## src/hdl/dclm_pkg.sv

```systemverilog
package dclm_pkg;

  localparam int ID_W             = 4;
  localparam int STATUS_W         = 3;
  localparam int THREAD_COUNT_DEF = 16;
  localparam int LOCK_COUNT_DEF   = 16;
  localparam int Q_DEPTH          = 2;

  typedef enum logic [STATUS_W-1:0] {
    ST_GRANTED  = 3'd0,
    ST_WAITING  = 3'd1,
    ST_REFUSED  = 3'd2,
    ST_RELEASED = 3'd3,
    ST_BUSY     = 3'd4,
    ST_FREE     = 3'd5
  } status_t;

  typedef struct packed {
    logic            rel;
    logic            bad;
    logic [ID_W-1:0] tid;
    logic [ID_W-1:0] lid;
  } req_t;

endpackage

```

## src/hdl/deadlock_checked_lock_manager.sv

```systemverilog
// A grant, busy, refusal or free-lock release is decided in the execute state and its result is registered.
// An acquire of a held lock walks the wait-for chain link by link through S_OWN, S_CHK and S_WL,
// up to THREAD_COUNT links, paced by the single read port of the owner and wait tables.
// A release scans threads in order: an idle thread passes through S_SCAN only, a waiting one also S_SCMP.
// One request is worked at a time, none taken while a result is stalled; a two-beat queue takes input meanwhile.
// Reset (synchronous, rst_n low) clears lock, wait and queue state; no clearing pass.
module deadlock_checked_lock_manager #(
  parameter int THREAD_COUNT = dclm_pkg::THREAD_COUNT_DEF,
  parameter int LOCK_COUNT   = dclm_pkg::LOCK_COUNT_DEF
) (
  input  logic                          clk,
  input  logic                          rst_n,
  input  logic                          in_valid,
  output logic                          in_stall,
  input  logic                          in_req_type,
  input  logic [dclm_pkg::ID_W-1:0]     in_thread_id,
  input  logic [dclm_pkg::ID_W-1:0]     in_lock_id,
  output logic                          out_valid,
  input  logic                          out_stall,
  output logic [dclm_pkg::STATUS_W-1:0] out_status,
  output logic                          out_handoff_valid,
  output logic [dclm_pkg::ID_W-1:0]     out_handoff_thread
);
  import dclm_pkg::*;

  logic q_full;
  logic q_push;
  req_t q_push_req;
  logic q_valid;
  req_t q_req;
  logic q_pop;

  dclm_front #(
    .THREAD_COUNT(THREAD_COUNT),
    .LOCK_COUNT  (LOCK_COUNT)
  ) u_front (
    .in_valid    (in_valid),
    .in_stall    (in_stall),
    .in_req_type (in_req_type),
    .in_thread_id(in_thread_id),
    .in_lock_id  (in_lock_id),
    .q_full      (q_full),
    .q_push      (q_push),
    .q_push_req  (q_push_req)
  );

  dclm_queue u_queue (
    .clk     (clk),
    .rst_n   (rst_n),
    .push    (q_push),
    .push_req(q_push_req),
    .full    (q_full),
    .valid   (q_valid),
    .req     (q_req),
    .pop     (q_pop)
  );

  dclm_back #(
    .THREAD_COUNT(THREAD_COUNT),
    .LOCK_COUNT  (LOCK_COUNT)
  ) u_back (
    .clk               (clk),
    .rst_n             (rst_n),
    .q_valid           (q_valid),
    .q_req             (q_req),
    .q_pop             (q_pop),
    .out_valid         (out_valid),
    .out_stall         (out_stall),
    .out_status        (out_status),
    .out_handoff_valid (out_handoff_valid),
    .out_handoff_thread(out_handoff_thread)
  );

endmodule

```

## src/hdl/dclm_front.sv

```systemverilog
module dclm_front #(
  parameter int THREAD_COUNT = dclm_pkg::THREAD_COUNT_DEF,
  parameter int LOCK_COUNT   = dclm_pkg::LOCK_COUNT_DEF
) (
  input  logic                      in_valid,
  output logic                      in_stall,
  input  logic                      in_req_type,
  input  logic [dclm_pkg::ID_W-1:0] in_thread_id,
  input  logic [dclm_pkg::ID_W-1:0] in_lock_id,
  input  logic                      q_full,
  output logic                      q_push,
  output dclm_pkg::req_t            q_push_req
);
  import dclm_pkg::*;

  logic tid_bad;
  logic lid_bad;

  assign tid_bad  = int'(in_thread_id) >= THREAD_COUNT;
  assign lid_bad  = int'(in_lock_id) >= LOCK_COUNT;

  assign in_stall = q_full;
  assign q_push   = in_valid && !q_full;

  always_comb begin
    q_push_req.rel = in_req_type;
    q_push_req.bad = tid_bad || lid_bad;
    q_push_req.tid = in_thread_id;
    q_push_req.lid = in_lock_id;
  end

endmodule

```

## src/hdl/dclm_queue.sv

```systemverilog
module dclm_queue (
  input  logic           clk,
  input  logic           rst_n,
  input  logic           push,
  input  dclm_pkg::req_t push_req,
  output logic           full,
  output logic           valid,
  output dclm_pkg::req_t req,
  input  logic           pop
);
  import dclm_pkg::*;

  localparam int PW   = (Q_DEPTH > 1) ? $clog2(Q_DEPTH) : 1;
  localparam int CNTW = $clog2(Q_DEPTH + 1);

  req_t            mem [Q_DEPTH];
  logic [PW-1:0]   wr_ptr_r;
  logic [PW-1:0]   rd_ptr_r;
  logic [CNTW-1:0] count_r;
  logic [CNTW-1:0] count_nxt;
  logic            do_push;
  logic            do_pop;

  assign full    = count_r == CNTW'(Q_DEPTH);
  assign valid   = count_r != '0;
  assign req     = mem[rd_ptr_r];
  assign do_push = push && !full;
  assign do_pop  = pop && valid;

  always_comb begin
    count_nxt = count_r;
    if (do_push && !do_pop) begin
      count_nxt = count_r + 1'b1;
    end else if (do_pop && !do_push) begin
      count_nxt = count_r - 1'b1;
    end
  end

  always_ff @(posedge clk) begin
    if (do_push) begin
      mem[wr_ptr_r] <= push_req;
    end
  end

  always_ff @(posedge clk) begin
    if (!rst_n) begin
      wr_ptr_r <= '0;
      rd_ptr_r <= '0;
      count_r  <= '0;
    end else begin
      if (do_push) begin
        wr_ptr_r <= wr_ptr_r + 1'b1;
      end
      if (do_pop) begin
        rd_ptr_r <= rd_ptr_r + 1'b1;
      end
      count_r <= count_nxt;
    end
  end

endmodule

```

## src/hdl/dclm_back.sv

```systemverilog
module dclm_back #(
  parameter int THREAD_COUNT = dclm_pkg::THREAD_COUNT_DEF,
  parameter int LOCK_COUNT   = dclm_pkg::LOCK_COUNT_DEF
) (
  input  logic                          clk,
  input  logic                          rst_n,
  input  logic                          q_valid,
  input  dclm_pkg::req_t                q_req,
  output logic                          q_pop,
  output logic                          out_valid,
  input  logic                          out_stall,
  output logic [dclm_pkg::STATUS_W-1:0] out_status,
  output logic                          out_handoff_valid,
  output logic [dclm_pkg::ID_W-1:0]     out_handoff_thread
);
  import dclm_pkg::*;

  localparam int TW = (THREAD_COUNT > 1) ? $clog2(THREAD_COUNT) : 1;
  localparam int LW = (LOCK_COUNT > 1) ? $clog2(LOCK_COUNT) : 1;
  localparam int CW = $clog2(THREAD_COUNT + 1);

  typedef enum logic [2:0] {
    S_IDLE,
    S_EXEC,
    S_OWN,
    S_CHK,
    S_WL,
    S_SCAN,
    S_SCMP
  } state_t;

  state_t                  state_r, state_nxt;
  req_t                    req_r, req_nxt;
  logic [TW-1:0]           cur_r, cur_nxt;
  logic [CW-1:0]           cnt_r, cnt_nxt;
  logic [LOCK_COUNT-1:0]   held_r, held_nxt;
  logic [THREAD_COUNT-1:0] wait_r, wait_nxt;
  logic                    ov_r, ov_nxt;
  status_t                 ost_r, ost_nxt;
  logic                    ohv_r, ohv_nxt;
  logic [ID_W-1:0]         oht_r, oht_nxt;

  logic [TW-1:0] own_mem [LOCK_COUNT];
  logic [LW-1:0] wl_mem  [THREAD_COUNT];
  logic [TW-1:0] own_q_r;
  logic [LW-1:0] wl_q_r;

  logic          own_we;
  logic [TW-1:0] own_wd;
  logic [LW-1:0] own_ra;
  logic          wl_we;
  logic [TW-1:0] wl_ra;

  logic [TW-1:0] t_idx;
  logic [LW-1:0] l_idx;
  logic [TW-1:0] cnt_idx;
  logic          fin;
  status_t       fin_status;
  logic          fin_hv;
  logic [TW-1:0] fin_ht;
  logic          go_wait;

  assign t_idx   = TW'(req_r.tid);
  assign l_idx   = LW'(req_r.lid);
  assign cnt_idx = cnt_r[TW-1:0];

  always_comb begin
    state_nxt  = state_r;
    req_nxt    = req_r;
    cur_nxt    = cur_r;
    cnt_nxt    = cnt_r;
    held_nxt   = held_r;
    wait_nxt   = wait_r;
    q_pop      = 1'b0;
    own_we     = 1'b0;
    own_wd     = t_idx;
    own_ra     = l_idx;
    wl_we      = 1'b0;
    wl_ra      = cur_r;
    fin        = 1'b0;
    fin_status = ST_REFUSED;
    fin_hv     = 1'b0;
    fin_ht     = '0;
    go_wait    = 1'b0;
    case (state_r)
      S_IDLE: begin
        if (q_valid && (!ov_r || !out_stall)) begin
          q_pop     = 1'b1;
          req_nxt   = q_req;
          state_nxt = S_EXEC;
        end
      end
      S_EXEC: begin
        cnt_nxt = '0;
        if (req_r.bad) begin
          fin        = 1'b1;
          fin_status = ST_REFUSED;
        end else if (!req_r.rel) begin
          if (wait_r[t_idx]) begin
            fin        = 1'b1;
            fin_status = ST_BUSY;
          end else if (!held_r[l_idx]) begin
            held_nxt[l_idx] = 1'b1;
            own_we          = 1'b1;
            fin             = 1'b1;
            fin_status      = ST_GRANTED;
          end else begin
            state_nxt = S_OWN;
          end
        end else begin
          if (!held_r[l_idx]) begin
            fin        = 1'b1;
            fin_status = ST_FREE;
          end else begin
            held_nxt[l_idx] = 1'b0;
            state_nxt       = S_SCAN;
          end
        end
      end
      S_OWN: begin
        cur_nxt   = own_q_r;
        state_nxt = S_CHK;
      end
      S_CHK: begin
        if (cnt_r == CW'(THREAD_COUNT)) begin
          go_wait = 1'b1;
        end else if (cur_r == t_idx) begin
          fin        = 1'b1;
          fin_status = ST_REFUSED;
        end else if (!wait_r[cur_r]) begin
          go_wait = 1'b1;
        end else begin
          state_nxt = S_WL;
        end
      end
      S_WL: begin
        if (!held_r[wl_q_r]) begin
          go_wait = 1'b1;
        end else begin
          own_ra    = wl_q_r;
          cnt_nxt   = cnt_r + 1'b1;
          state_nxt = S_OWN;
        end
      end
      S_SCAN: begin
        wl_ra = cnt_idx;
        if (cnt_r == CW'(THREAD_COUNT)) begin
          fin        = 1'b1;
          fin_status = ST_RELEASED;
        end else if (!wait_r[cnt_idx]) begin
          cnt_nxt = cnt_r + 1'b1;
        end else begin
          state_nxt = S_SCMP;
        end
      end
      S_SCMP: begin
        if (wl_q_r == l_idx) begin
          wait_nxt[cnt_idx] = 1'b0;
          held_nxt[l_idx]   = 1'b1;
          own_we            = 1'b1;
          own_wd            = cnt_idx;
          fin               = 1'b1;
          fin_status        = ST_RELEASED;
          fin_hv            = 1'b1;
          fin_ht            = cnt_idx;
        end else begin
          cnt_nxt   = cnt_r + 1'b1;
          state_nxt = S_SCAN;
        end
      end
      default: begin
        state_nxt = S_IDLE;
      end
    endcase

    if (go_wait) begin
      wait_nxt[t_idx] = 1'b1;
      wl_we           = 1'b1;
      fin             = 1'b1;
      fin_status      = ST_WAITING;
    end

    ov_nxt  = ov_r && out_stall;
    ost_nxt = ost_r;
    ohv_nxt = ohv_r;
    oht_nxt = oht_r;
    if (fin) begin
      ov_nxt    = 1'b1;
      ost_nxt   = fin_status;
      ohv_nxt   = fin_hv;
      oht_nxt   = ID_W'(fin_ht);
      state_nxt = S_IDLE;
    end
  end

  always_ff @(posedge clk) begin
    if (own_we) begin
      own_mem[l_idx] <= own_wd;
    end
    own_q_r <= own_mem[own_ra];
  end

  always_ff @(posedge clk) begin
    if (wl_we) begin
      wl_mem[t_idx] <= l_idx;
    end
    wl_q_r <= wl_mem[wl_ra];
  end

  always_ff @(posedge clk) begin
    if (!rst_n) begin
      state_r <= S_IDLE;
      held_r  <= '0;
      wait_r  <= '0;
      ov_r    <= 1'b0;
    end else begin
      state_r <= state_nxt;
      held_r  <= held_nxt;
      wait_r  <= wait_nxt;
      ov_r    <= ov_nxt;
    end
    req_r <= req_nxt;
    cur_r <= cur_nxt;
    cnt_r <= cnt_nxt;
    ost_r <= ost_nxt;
    ohv_r <= ohv_nxt;
    oht_r <= oht_nxt;
  end

  assign out_valid          = ov_r;
  assign out_status         = ost_r;
  assign out_handoff_valid  = ohv_r;
  assign out_handoff_thread = oht_r;

endmodule

```

## config.mk

```make
export PLATFORM = sky130hd
export DESIGN_NAME = deadlock_checked_lock_manager
export DESIGN_NICKNAME = d
export VERILOG_FILES = /design/src/hdl/dclm_pkg.sv /design/src/hdl/deadlock_checked_lock_manager.sv /design/src/hdl/dclm_front.sv /design/src/hdl/dclm_queue.sv /design/src/hdl/dclm_back.sv
export SDC_FILE = /design/constraint.sdc
export NUM_CORES = 1
export LEC_CHECK = 0
export ABC_AREA = 1
export BUFFER_PORTS_ARGS = -buffer_cell sky130_fd_sc_hd__buf_2
export CAP_MARGIN = 25
export CORE_ASPECT_RATIO = 0.5
export CORE_MARGIN = 1.5
export CORE_UTILIZATION = 57
export DETAILED_ROUTE_END_ITERATION = 10
export PLACE_DENSITY = 0.76
export SLEW_MARGIN = 20
export SYNTH_ARGS = -nofsm -noshare
export SYNTH_HDL_FRONTEND = slang
export SYNTH_HIERARCHICAL = 1
export SYNTH_SLANG_ARGS = --single-unit
```

## constraint.sdc

```tcl
create_clock -name clk -period 2.36 [get_ports clk]
set_input_delay 0.236 -clock clk [delete_from_list [all_inputs] [get_ports clk]]
set_output_delay 0.236 -clock clk [all_outputs]
set_load 0.01 [all_outputs]
```

-- Word level (Yosys, flattened, before mapping)
Memory sizes are Yosys's and may differ from the RTL's. A register that Yosys moved wholly into a read port is not among the register bits.
Cells that the tools add are included.
- register bits: 58
- memory bits (writable): 146
- word-level logic and storage cells: 177
- memories kept: 3
- memory list (name ; depth ; width ; read ports ; clocked after Yosys merged registers in ; write ports ; line ; source):
    u_back.own_mem ; 16 ; 4 ; 1 ; 1 ; 1 ; dclm_back.sv:43 ; logic [TW-1:0] own_mem [LOCK_COUNT];
    u_back.wl_mem ; 16 ; 4 ; 1 ; 1 ; 1 ; dclm_back.sv:44 ; logic [LW-1:0] wl_mem [THREAD_COUNT];
    u_queue.mem ; 2 ; 9 ; 1 ; 1 ; 1 ; dclm_queue.sv:16 ; req_t mem [Q_DEPTH];
- add/subtract/negate cells: 5
- magnitude comparators: 8
- equal/unequal tests: 25
- multiplexer cells: 89
- bitwise operators: 7
- reductions and logical operators: 27
- operators with widths (cell ; number):
    two-way mux 16 bit ; 9
    two-way mux 3 bit ; 17
    two-way mux 1 bit ; 36
    AND 16 bit ; 2
    inverter 16 bit ; 2
    bitwise OR 16 bit ; 2
    one-hot mux 16 bit (2 select lines) ; 1
    less-than comparator 4 x 5 -> 1 bit, second input constant ; 5
    one-hot mux 3 bit (7 select lines) ; 1
    binary-select mux 1 bit (select 4 bit) ; 5
    two-way mux 4 bit ; 5
    two-way mux 5 bit ; 4
    one-hot mux 5 bit (4 select lines) ; 1
    demux 1 bit (select 4 bit) ; 3
    greater-or-equal comparator 4 x 1 -> 1 bit, second input constant ; 3
    inequality test 2 bit, second input constant ; 6
    AND reduction 12 bit ; 1
    logical AND 1 bit ; 10
    inequality test 2 x 1 -> 1 bit, second input constant ; 5
    equality test 3 bit, second input constant ; 3
    one-hot mux 3 bit (3 select lines) ; 1
    equality test 4 bit ; 2
    equality test 3 x 2 -> 1 bit, second input constant ; 2
    two-way mux 2 bit ; 3
    22 further kinds ; 32

-- Longest topological paths before layout
Gate-level depths: netlist of the first run.
- depth after elaboration: 10
- mapped depth: 16
- gate-level depth less buffers: 15

-- Cells and area by module
The synthesis of the first run kept the hierarchy.
- by module, submodules not included (module ; times used ; cells each ; area each (sq um) ; seq. area each (sq um)):
    dclm_back ; 1 ; 1115 ; 9723.1 ; 5535.3
    dclm_queue ; 1 ; 68 ; 967.2 ; 700.7
    dclm_front ; 1 ; 14 ; 96.3 ; 0.0

-- Least setup slack after synthesis of the first run
No wires, ideal clock.
- path type: reg2reg
- from: reg u_back.req_r (netlist bit u_back/l_idx[0])
- to: mem u_back/own_mem[15][0] (netlist bit) (enable)
- data arrival time: 2017 ps
- required time: 2031 ps
- path slack: 14 ps
- stages on the path, launching flop included: 12
- buffers on the path: 1
- cell sequence: edfxtp_1 nor2_2 a22oi_1 nand2_1 nand2_1 nand2_1 nor2_2 nand3_1 o21ai_1 inv_2 buf_2 nor2_1
- longest elaborated chain between the ends: 9
- elaborated cells between the ends (all ways): 11
- classes of those cells: eq/ne (1); mux (10)
- RTL lines (what ; line ; source):
    start: declaration ; dclm_back.sv:33 ; req_t req_r, req_nxt;
    start signal: assignment ; dclm_back.sv:222 ; req_r <= req_nxt;
    binary-select mux 1 bit (select 4 bit) ; dclm_back.sv:102 ; end else if (!held_r[l_idx]) begin
    two-way mux 1 bit (implied by the code) ; dclm_back.sv:102 ;
    two-way mux 1 bit ; dclm_back.sv:102 ;
    two-way mux 1 bit ; dclm_back.sv:99 ; if (wait_r[t_idx]) begin
    two-way mux 1 bit ; dclm_back.sv:98 ; end else if (!req_r.rel) begin
    two-way mux 1 bit ; dclm_back.sv:95 ; if (req_r.bad) begin
    one-hot mux 1 bit (2 select lines) ; dclm_back.sv:85 ; case (state_r)
    two-way mux 1 bit ; dclm_back.sv:197 ; if (own_we) begin
    two-way mux 1 bit (implied by the code) ; dclm_back.sv:198 ; own_mem[l_idx] <= own_wd;
    end: declaration ; dclm_back.sv:43 ;
Several ways; a longest one is shown, not always the timed one. The select of a mux whose other input is x is not followed.

-- Worst setup path after layout of the first run
- from: reg u_back.req_r (netlist bit u_back/l_idx[1])
- to: mem u_back/own_mem[5][0] (netlist bit) (enable)
The elaborated chain is that of the path after synthesis.

==> results of run 1 <==
## routing by layer
| metal | track usage, % | vias up | wire length [um] |
|---|---|---|---|
| li1 | - | 4206 | - |
| met5 | 0 | - | 0 |
| met1 | 38.6 | 4304 | 12300 |
| met4 | 7.40 | 0 | 656 |
| met3 | 5.28 | 67 | 2430 |
| met2 | 46.1 | 451 | 13400 |
## power breakdown
| part | leakage (nW) | total (mW) | internal, mW | switching [mW] |
|---|---|---|---|---|
| clock network | 0.372 | 3.71 | 2.25 | 1.46 |
| registers | 1.99 | 5.39 | 5.02 | 0.372 |
| logic | 3.04 | 5.17 | 1.85 | 3.32 |
## cells by family after synthesis
logic type	after synthesis
compound gates	175
xor+xnor	7
fa+ha+maj	5
buf+inv	223
flops	224
mux	10
other cells	1
simple gates	552
## stage by stage
stage / instance area, um2 / setup slack [ns] / util [%] / hold slack (ns)
2_1_floorplan: 10800 / 0.0136 / - / 0.334
3_3_place_gp: 11600 / -0.0543 / 62.7 / 0.391
3_5_place_dp: 11600 / -0.160 / 62.7 / 0.395
4_1_cts: 12500 / 0.0188 / 67.7 / 0.0603
5_1_grt: 13000 / -0.178 / 70.4 / 0.102
6_report: 13000 / -0.0502 / 70.4 / 0.0630
## critical path, delay by kind of cell, from the launching register on
| kind | cells | cell delay [ns] |
|---|---|---|
| and+or+nand+nor | 7 | 0.65 |
| buffers and inverters | 4 | 0.53 |
| DFF | 1 | 0.49 |
| AOI/OAI and AO/OA | 2 | 0.45 |
## path summary, 6_finish.rpt
| check | slack (ns) | endpoint | startpoint | depth (start not counted) |
|---|---|---|---|---|
| setup reg to reg | -0.05 | u_back/own_mem[5][0] | u_back/l_idx[1] | 13 |
| hold / removal | 0.06 | u_back/out_valid | out_stall | 5 |
| hold reg to reg | 0.42 | u_back/cur_r[0] | u_back/own_q_r[0] | 0 |
| setup / recovery | -0.05 | u_back/own_mem[5][0] | u_back/l_idx[1] | 13 |
## sequential cells by signal, summed over array words and instances (netlist names), 3 cells and up, named ones only
name                       count
u_back/state_r                 3
u_back/wl_q_r                  4
u_back/own_q_r                 4
u_back/wait_r                 16
u_back/cur_r                   4
u_back/out_status              3
u_back/own_mem                64
u_back/out_handoff_thread      4
u_back/l_idx                   4
u_back/wl_mem                 64
u_back/cnt_r                   5
u_queue/mem                   20
u_back/t_idx                   4
## placed cells by master, fill, tap and decap left out, types with 5 or more instances in the layout
cell type      count
o211ai_1          10
o221ai_1          12
buf_12             8
ha_1               5
nor2_1            93
o21ai_0           80
dlygate4sd3_1      9
xor2_1             5
clkbuf_1           6
mux2_2            10
nand2_2           12
inv_2             17
o21ai_1           13
buf_2             22
nand3_1          153
o22ai_1            6
clkbuf_16         26
inv_1            148
nor3_1             5
edfxtp_1         175
a21oi_1           30
nand2_1          249
nor2_4            25
dfxtp_1           47
buf_4             89
## final cells by class
cell class	count	area share (%)
flip-flops and latches	224	48.0
well taps	259	2.49
inverters	170	5.01
multi-input cells	750	29.8
clock inverters	7	0.914
clock buffers	33	5.02
repair buffers	135	8.83
## timing repair
action                                  in CTS  in global routing
hold buffers                                 9                  0
endpoints found under the hold margin       18                  0
setup buffers                                2                 21
resized for setup                           20                 59
endpoints found under the setup margin      74                184
gates cloned                                 0                  5
pin swaps                                    0                  9
==> flow_metrics.tcl, run 1 <==
set metrics [dict create \
    cp_max_fo 16 \
    clock-sinks 224 \
    power.total_mw 14.3 \
    numCtsBuffers 22 \
    synth_compound_area_share_pct 9.43 \
    p_leak_nw 5.40 \
    dp.cells 1501 \
    yosysMostFrequentCell "nand2_1" \
    synthMuxAreaShare_pct 1.04 \
    drv_cap 0 \
    synth_fp_nets 1215 \
    cts_tree "built" \
    worst_pin_slew_ns 0.695 \
    synth_xor_area_share_pct 0.568 \
    fp.dieH_um 100 \
    wl_per_cell_um 18.2 \
    period_share_pct 102 \
    synth_seq_cells 224 \
    hpwl_mm 18.9 \
    min_path_type "input pin to flop" \
    syn2layout_area_growth_pct 20.6 \
    synth_area_leaders "edfxtp_1 (49%), dfxtp_1 (9.1%), nand2_1 (9.0%)" \
    cp.arrival_ns 2.62 \
    wl_mm 28.8 \
    power.density_nw_per_um2 1100 \
    ys_seq_area_share_pct 57.8 \
    startpoint_type "flop" \
    hold_violations 0 \
    yosys.area_share.adder_pct 0.580 \
    initialDrtViolationCount 1061 \
    outcome "finished with violations" \
    vias 9028 \
    maxSlewHeadroom_pct 53.6 \
    async_flop_share_pct 0 \
    grt-ovfl-total 0 \
    die_w_um 198 \
    fin_tns_setup_ns -0.468 \
    drcViolationCount 0 \
    drtPass1Iterations 6 \
    io_pins 23 \
    vias_per_cell 5.72 \
    cts_root_buffer "clkbuf_16" \
    cpMaxStageDelayCell "edfxtp_1" \
    numPortBuffers 22 \
    max-vdd-ir-drop_mv 0.585 \
    fin_nets 1321 \
    critPathRequiredTime_ns 2.57 \
    synthFlopType "edfxtp_1" \
    synth_top_area_share_pct 48.7 \
    finClkSkew_ns 0.0122 \
    grt_pass1_vias 8332 \
    die-area_um2 19800 \
    antenna_found_initial 0 \
    synth-simple-area-share_pct 21.9 \
    fillers 1378 \
    max_stage_delay_ns 0.49 \
    seq_area_um2 6240 \
    detail-route-antenna-nets 0 \
    antennaDiodeCount 0 \
    grt_max_degree 33 \
    cp_cell_sequence "buf_4 -> nand2_4 -> inv_4 -> a22oi_1 -> nand2_1 -> nand2_1 -> nand2_2 -> nor2_2 -> nand3_1 -> o21ai_4 -> inv_8 -> nor2_1 -> buf_4" \
    worst_slack_ns -0.0502 \
    finalSetupViolCount 18 \
    violations "setup timing" \
    fin_crit_ns 2.41 \
    slew_violations 0 \
    synth_area_um2 10800 \
    core_area_um2 18500 \
    worstSetupPathType "flop to flop" \
    syn_inst 1197 \
    cts.path.max_buffers 3 \
    synth_edf_count 175 \
    cp-end-kind "flop" \
    start_util_pct 58.4 \
    multi_input_area_um2 3870 \
    synth_top_family_by_area "simple AND/OR/NAND/NOR gates" \
    gp_congestion 1.05 \
    stdcell_count 1578 \
    drive_above_1_share_pct 19.0 \
    max_freq_ghz 0.415 \
    syn_area_per_cell_um2 9.01 \
    grt.total_usage_pct 28.0 \
    ys_types 41 \
    htreeDepth 1 \
    grt_pass1_wl_mm 42.7 \
    synth_commonest_cells "nand2_1 (259), edfxtp_1 (175), nand3_1 (154), inv_1 (150), nor2_1 (109)" \
    fp-row-count 35 \
    insertion_delay_ns 0.50 \
    yosysWarningCount 6 \
    clkSlewWorstSetupHoldPaths_ns 0.06 \
    synth_area_leader_cell "edfxtp_1" \
    rsz0062_at_grt "yes" \
]
(Power assumes the default switching activity.)
==> run 2: changes to the inputs <==
- CORE_UTILIZATION: 57 -> 61
- GPL_ROUTABILITY_DRIVEN: default -> 0
- PLACE_DENSITY: 0.76 -> 0.78
- clock period: 2.36 -> 2.85 ns (I/O delays scaled with it)
==> run 2 against run 1 <==
The flow now finishes without violations. Wire length shrank 8.7%. Non-clock buffer count shrank 73. Clock power shrank 26%. Global-route usage grew 0.94 points. Clock-buffer cell count shrank 5. Core utilization shrank 1.8 points. Die area shrank 6.4%. Largest cell class unchanged.
==> flow_metrics.tcl, run 2 (synthesized netlist as in run 1, its figures left out) <==
set metrics [dict create \
    outcome "complete, no violations" \
    grt-ovfl-total 0 \
    numCtsBuffers 21 \
    grt_max_degree 33 \
    cpMaxStageDelayCell "edfxtp_1" \
    cp_max_fo 16 \
    fillers 1313 \
    seq_area_um2 6240 \
    period_share_pct 97.6 \
    largestRegisters "u_back/own_mem x64, u_back/wl_mem x64, u_queue/mem x20" \
    cp_cell_sequence "nand2_1 -> inv_2 -> a22oi_1 -> nand2_1 -> nand2_1 -> nand2_1 -> nor2_2 -> nand3_1 -> o21ai_1 -> inv_2 -> nor2_1" \
    finClkSkew_ns 0.0185 \
    clkSlewWorstSetupHoldPaths_ns 0.07 \
    finalSetupViolCount 0 \
    numPortBuffers 22 \
    drcViolationCount 0 \
    fp.dieH_um 97.0 \
    layout_commonest_cell "nand2_1" \
    start_util_pct 62.1 \
    wl_per_cell_um 17.8 \
    p_leak_nw 4.90 \
    grt.total_usage_pct 29.0 \
    max-vdd-ir-drop_mv 0.456 \
    slew_violations 0 \
    grt_pass1_vias 8295 \
    antenna_found_initial 0 \
    reg2reg_slack_ns 0.07 \
    core_area_um2 17400 \
    grt_pass1_wl_mm 42.0 \
    multi_input_area_um2 3630 \
    cp-end-kind "flop" \
    drtPass1Iterations 7 \
    detail-route-antenna-nets 0 \
    critPathRequiredTime_ns 3.00 \
    antennaDiodeCount 0 \
    startpoint_type "flop" \
    vias 8667 \
    hpwl_mm 18.0 \
    hold_violations 0 \
    drive_above_1_share_pct 11.1 \
    fin_util_pct 68.5 \
    fin_nets 1247 \
    io_pins 23 \
    initialDrtViolationCount 1317 \
    die_w_um 191 \
    die-area_um2 18500 \
    max_stage_delay_ns 0.55 \
    insertion_delay_ns 0.50 \
    cts.path.max_buffers 3 \
    layout_common_cells "nand2_1 (259), edfxtp_1 (175), nand3_1 (154)" \
    drv_cap 0 \
    fin_crit_ns 2.78 \
    clock-sinks 224 \
    cpMostUsedCell "nand2_1" \
    min_path_type "input pin to flop" \
    hold_slack_ns 0.0179 \
    wl_mm 26.3 \
    fin_tns_setup_ns 0 \
    fp-row-count 34 \
    cts_root_buffer "clkbuf_16" \
    power.density_nw_per_um2 896 \
    max_freq_ghz 0.359 \
    htreeDepth 1 \
    syn2layout_area_growth_pct 10.3 \
    rsz0062_at_grt "yes" \
    maxSlewHeadroom_pct 31.5 \
    cp.arrival_ns 2.94 \
    vias_per_cell 5.87 \
    cts_tree "built" \
    worstSetupPathType "flop to flop" \
    worst_pin_slew_ns 1.03 \
]
==> run 2: changes by cell type in the layout (fill, tap and decap cells not counted), moves of 5 or more <==
cell | previous run | this run
buf_12 | 8 | 0
buf_4 | 89 | 32
clkbuf_16 | 26 | 21
nand2_1 | 249 | 259
nand2_2 | 12 | 4
nor2_1 | 93 | 105
nor2_2 | 2 | 11
nor2_4 | 25 | 4
==> run 2: what timing repair did <==
| item | in CTS | in global routing |
|---|---|---|
| hold buffers | 8 | 0 |
| setup buffers | 0 | 0 |
| setup endpoints to repair | 0 | 45 |
| endpoints found under the hold margin | 16 | 0 |
| resized for setup | 0 | 5 |
==> run 2: worst paths after layout <==
check / startpoint / endpoint / cells past startpoint
worst min-delay path: in_lock_id[0] / u_queue/mem[1][0] / 1
worst max-delay path: u_back/l_idx[1] / u_back/own_mem[5][0] / 11
worst max register to register: u_back/l_idx[1] / u_back/own_mem[5][0] / 11
worst min register to register: u_back/own_q_r[1] / u_back/cur_r[1] / 0
==> run 2: layout make-up <==
class,instances,share of cell area [%]
inverters,170,5.36
clock inverters,9,0.789
clock buffers,28,4.81
multi-input cells,750,30.5
flip-flops and latches,224,52.4
repair buffers,62,3.62
well taps,234,2.46
==> run 2: per-layer routing <==
| layer | GRT usage [%] | routed length (um) |
|---|---|---|
| met1 | 40.7 | 10900 |
| met2 | 45.7 | 12100 |
| met3 | 5.66 | 2440 |
| met4 | 9.25 | 825 |
| met5 | 0 | 0 |
==> run 2: per-stage QoR <==
step | cells | power, mW | worst slack, ns | area, um2
final | 1477 | 10.7 | 0.0675 | 11900
after global routing | 1477 | 11.2 | -0.0423 | 11900
after CTS | 1477 | 10.6 | 0.0927 | 11900
after detailed placement | 1432 | 7.85 | 0.165 | 11100
after global placement | 1432 | 7.75 | 0.237 | 11100
after floorplan | 1197 | 6.78 | 0.504 | 10800
==> run 2: critical path: cells and delay by family, from the launching register on <==
kind | cells | cell delay, ns
compound gates | 2 | 0.44
flops | 1 | 0.55
simple gates | 7 | 1.14
buf+inv | 2 | 0.30
==> run 2: report_power, final <==
part	switching [mW]	internal, mW
registers	0.327	4.16
logic	2.40	1.04
clock network	1.15	1.59
total	3.87	6.79
==> run 3: changes to the inputs <==
- CORE_ASPECT_RATIO: 0.5 -> default
- PLACE_DENSITY: 0.78 -> 0.79
==> run 3 against run 2 <==
Sequential cell count unchanged. First-iteration DRC count decreased by 28%. Cell count decreased by 0.41%. Power increased by 3.3%. Via count increased by 0.88%. Critical path depth unchanged. Maximum frequency increased by 3.2%. Sequential power increased by 2%.
==> flow_metrics.tcl, run 3 (synthesized netlist as in run 1, its figures left out) <==
set metrics [dict create \
    outcome "complete, no violations" \
    initialDrtViolationCount 948 \
    maxSlewHeadroom_pct 41.6 \
    max_freq_ghz 0.371 \
    cp-end-kind "flop" \
    hold_violations 0 \
    placed_cell_area_um2 11100 \
    cts_root_buffer "clkbuf_16" \
    io_pins 23 \
    p_leak_nw 4.95 \
    numCtsBuffers 22 \
    grt_pass1_wl_mm 41.6 \
    place_ws_ns 0.0887 \
    crit_family "simple AND/OR/NAND/NOR gates" \
    power.total_mw 11.0 \
    fp-row-count 48 \
    cp.arrival_ns 2.85 \
    htreeDepth 1 \
    die-area_um2 18500 \
    worst_pin_slew_ns 0.872 \
    rsz0062_at_grt "yes" \
    largestRegisters "u_back/own_mem x64, u_back/wl_mem x64, u_queue/mem x20" \
    grt.total_usage_pct 29.3 \
    cpMostUsedCell "nand2_1" \
    core_area_um2 17300 \
    worstSetupPathType "flop to flop" \
    critPathRequiredTime_ns 3.00 \
    layout_common_cells "nand2_1 (259), edfxtp_1 (175), nand3_1 (154)" \
    fp.dieH_um 136 \
    path_buf_inv 2 \
    cp_cell_sequence "nand2_1 -> inv_2 -> a22oi_1 -> nand2_1 -> nand2_1 -> nand2_1 -> nor2_2 -> nand3_1 -> o21ai_1 -> inv_2 -> nor2_1" \
    multi_input_area_um2 3630 \
    wl_per_cell_um 18.1 \
    finClkSkew_ns 0.0121 \
    cpMaxStageDelayCell "edfxtp_1" \
    insertion_delay_ns 0.51 \
    antenna_found_initial 0 \
    drcViolationCount 0 \
    period_share_pct 94.6 \
    min_path_type "input pin to flop" \
    vias 8743 \
    fin_nets 1248 \
    fillers 1298 \
    slew_violations 0 \
    hpwl_mm 17.9 \
    die_w_um 136 \
    vias_per_cell 5.94 \
    worst_slack_ns 0.155 \
    cp_max_fo 16 \
    max-vdd-ir-drop_mv 0.610 \
    syn2layout_area_growth_pct 11.1 \
    fin_crit_ns 2.70 \
    power.density_nw_per_um2 919 \
    finalSetupViolCount 0 \
    max_stage_delay_ns 0.54 \
    start_util_pct 62.4 \
    antennaDiodeCount 0 \
    layout_commonest_cell "nand2_1" \
    stdcell_area_um2 12000 \
    wl_mm 26.7 \
    fin_tns_setup_ns 0 \
    drtPass1Iterations 7 \
    cts.path.max_buffers 3 \
    dp.cells 1422 \
    post_cts_buffers 0 \
    grt_max_degree 33 \
    seq_area_um2 6240 \
    numPortBuffers 22 \
    grt_pass1_vias 8006 \
    clkSlewWorstSetupHoldPaths_ns 0.06 \
    clock-sinks 224 \
    stdcell_count 1471 \
    drv_cap 0 \
    grt-ovfl-total 0 \
    drive_above_1_share_pct 11.7 \
    fin_util_pct 69.3 \
    cts_tree "built" \
    hold_slack_ns 0.102 \
    startpoint_type "flop" \
    detail-route-antenna-nets 0 \
]
run 3: changes by cell type in the layout (fill, tap and decap cells not counted), sizes merged:
cell,change
clkbuf,-2
inv,+2
buf,-1
bufinv,+1
clkinv,+1
clkinvlp,+1
dlygate4sd3,+1
run 3: worst min-delay path, cell delays in order:
cell and delay, ns:
buf_2 0.17, nand2_1 0.08, nor2_1 0.03
run 3: power breakdown:
group / leakage (nW) / internal, mW / switching [mW]
Sequential: 1.99 / 4.16 / 0.428
Combinational: 2.60 / 1.02 / 2.37
Clock: 0.366 / 1.79 / 1.24
run 3: path summary, 6_finish.rpt:
path                startpoint  slack [ns]  depth (start not counted)                     to
max            u_back/l_idx[1]        0.15                         11  u_back/own_mem[10][3]
min                      rst_n        0.10                          3                   flop
max reg2reg    u_back/l_idx[1]        0.15                         11  u_back/own_mem[10][3]
min reg2reg  u_back/own_q_r[3]        0.41                          0        u_back/cur_r[3]
run 3: repair_timing:
item / CTS / global route
hold buffers: 9 / 0
setup endpoints to repair: 0 / 44
hold endpoints to repair: 18 / 0
resized for setup: 0 / 4
run 3: per-layer routing:
metal  vias up  global-route usage, %  share of wire, %  wire, um
met2       579                   45.1                46     12200
met3        95                   5.44                11      2800
met4         0                   12.2               3.9      1040
met1      4006                   41.2                40     10700
li1       4063                      -                 -         -
met5         -                      0                 0         0
run 3: final cells by class:
| type | instances | area share, % |
|---|---|---|
| clock buffers | 26 | 4.98 |
| multi-input cells | 750 | 30.3 |
| flip-flops and latches | 224 | 52.1 |
| inverters | 170 | 5.33 |
| clock inverters | 14 | 1.39 |
| well taps | 225 | 2.35 |
| repair buffers | 62 | 3.61 |
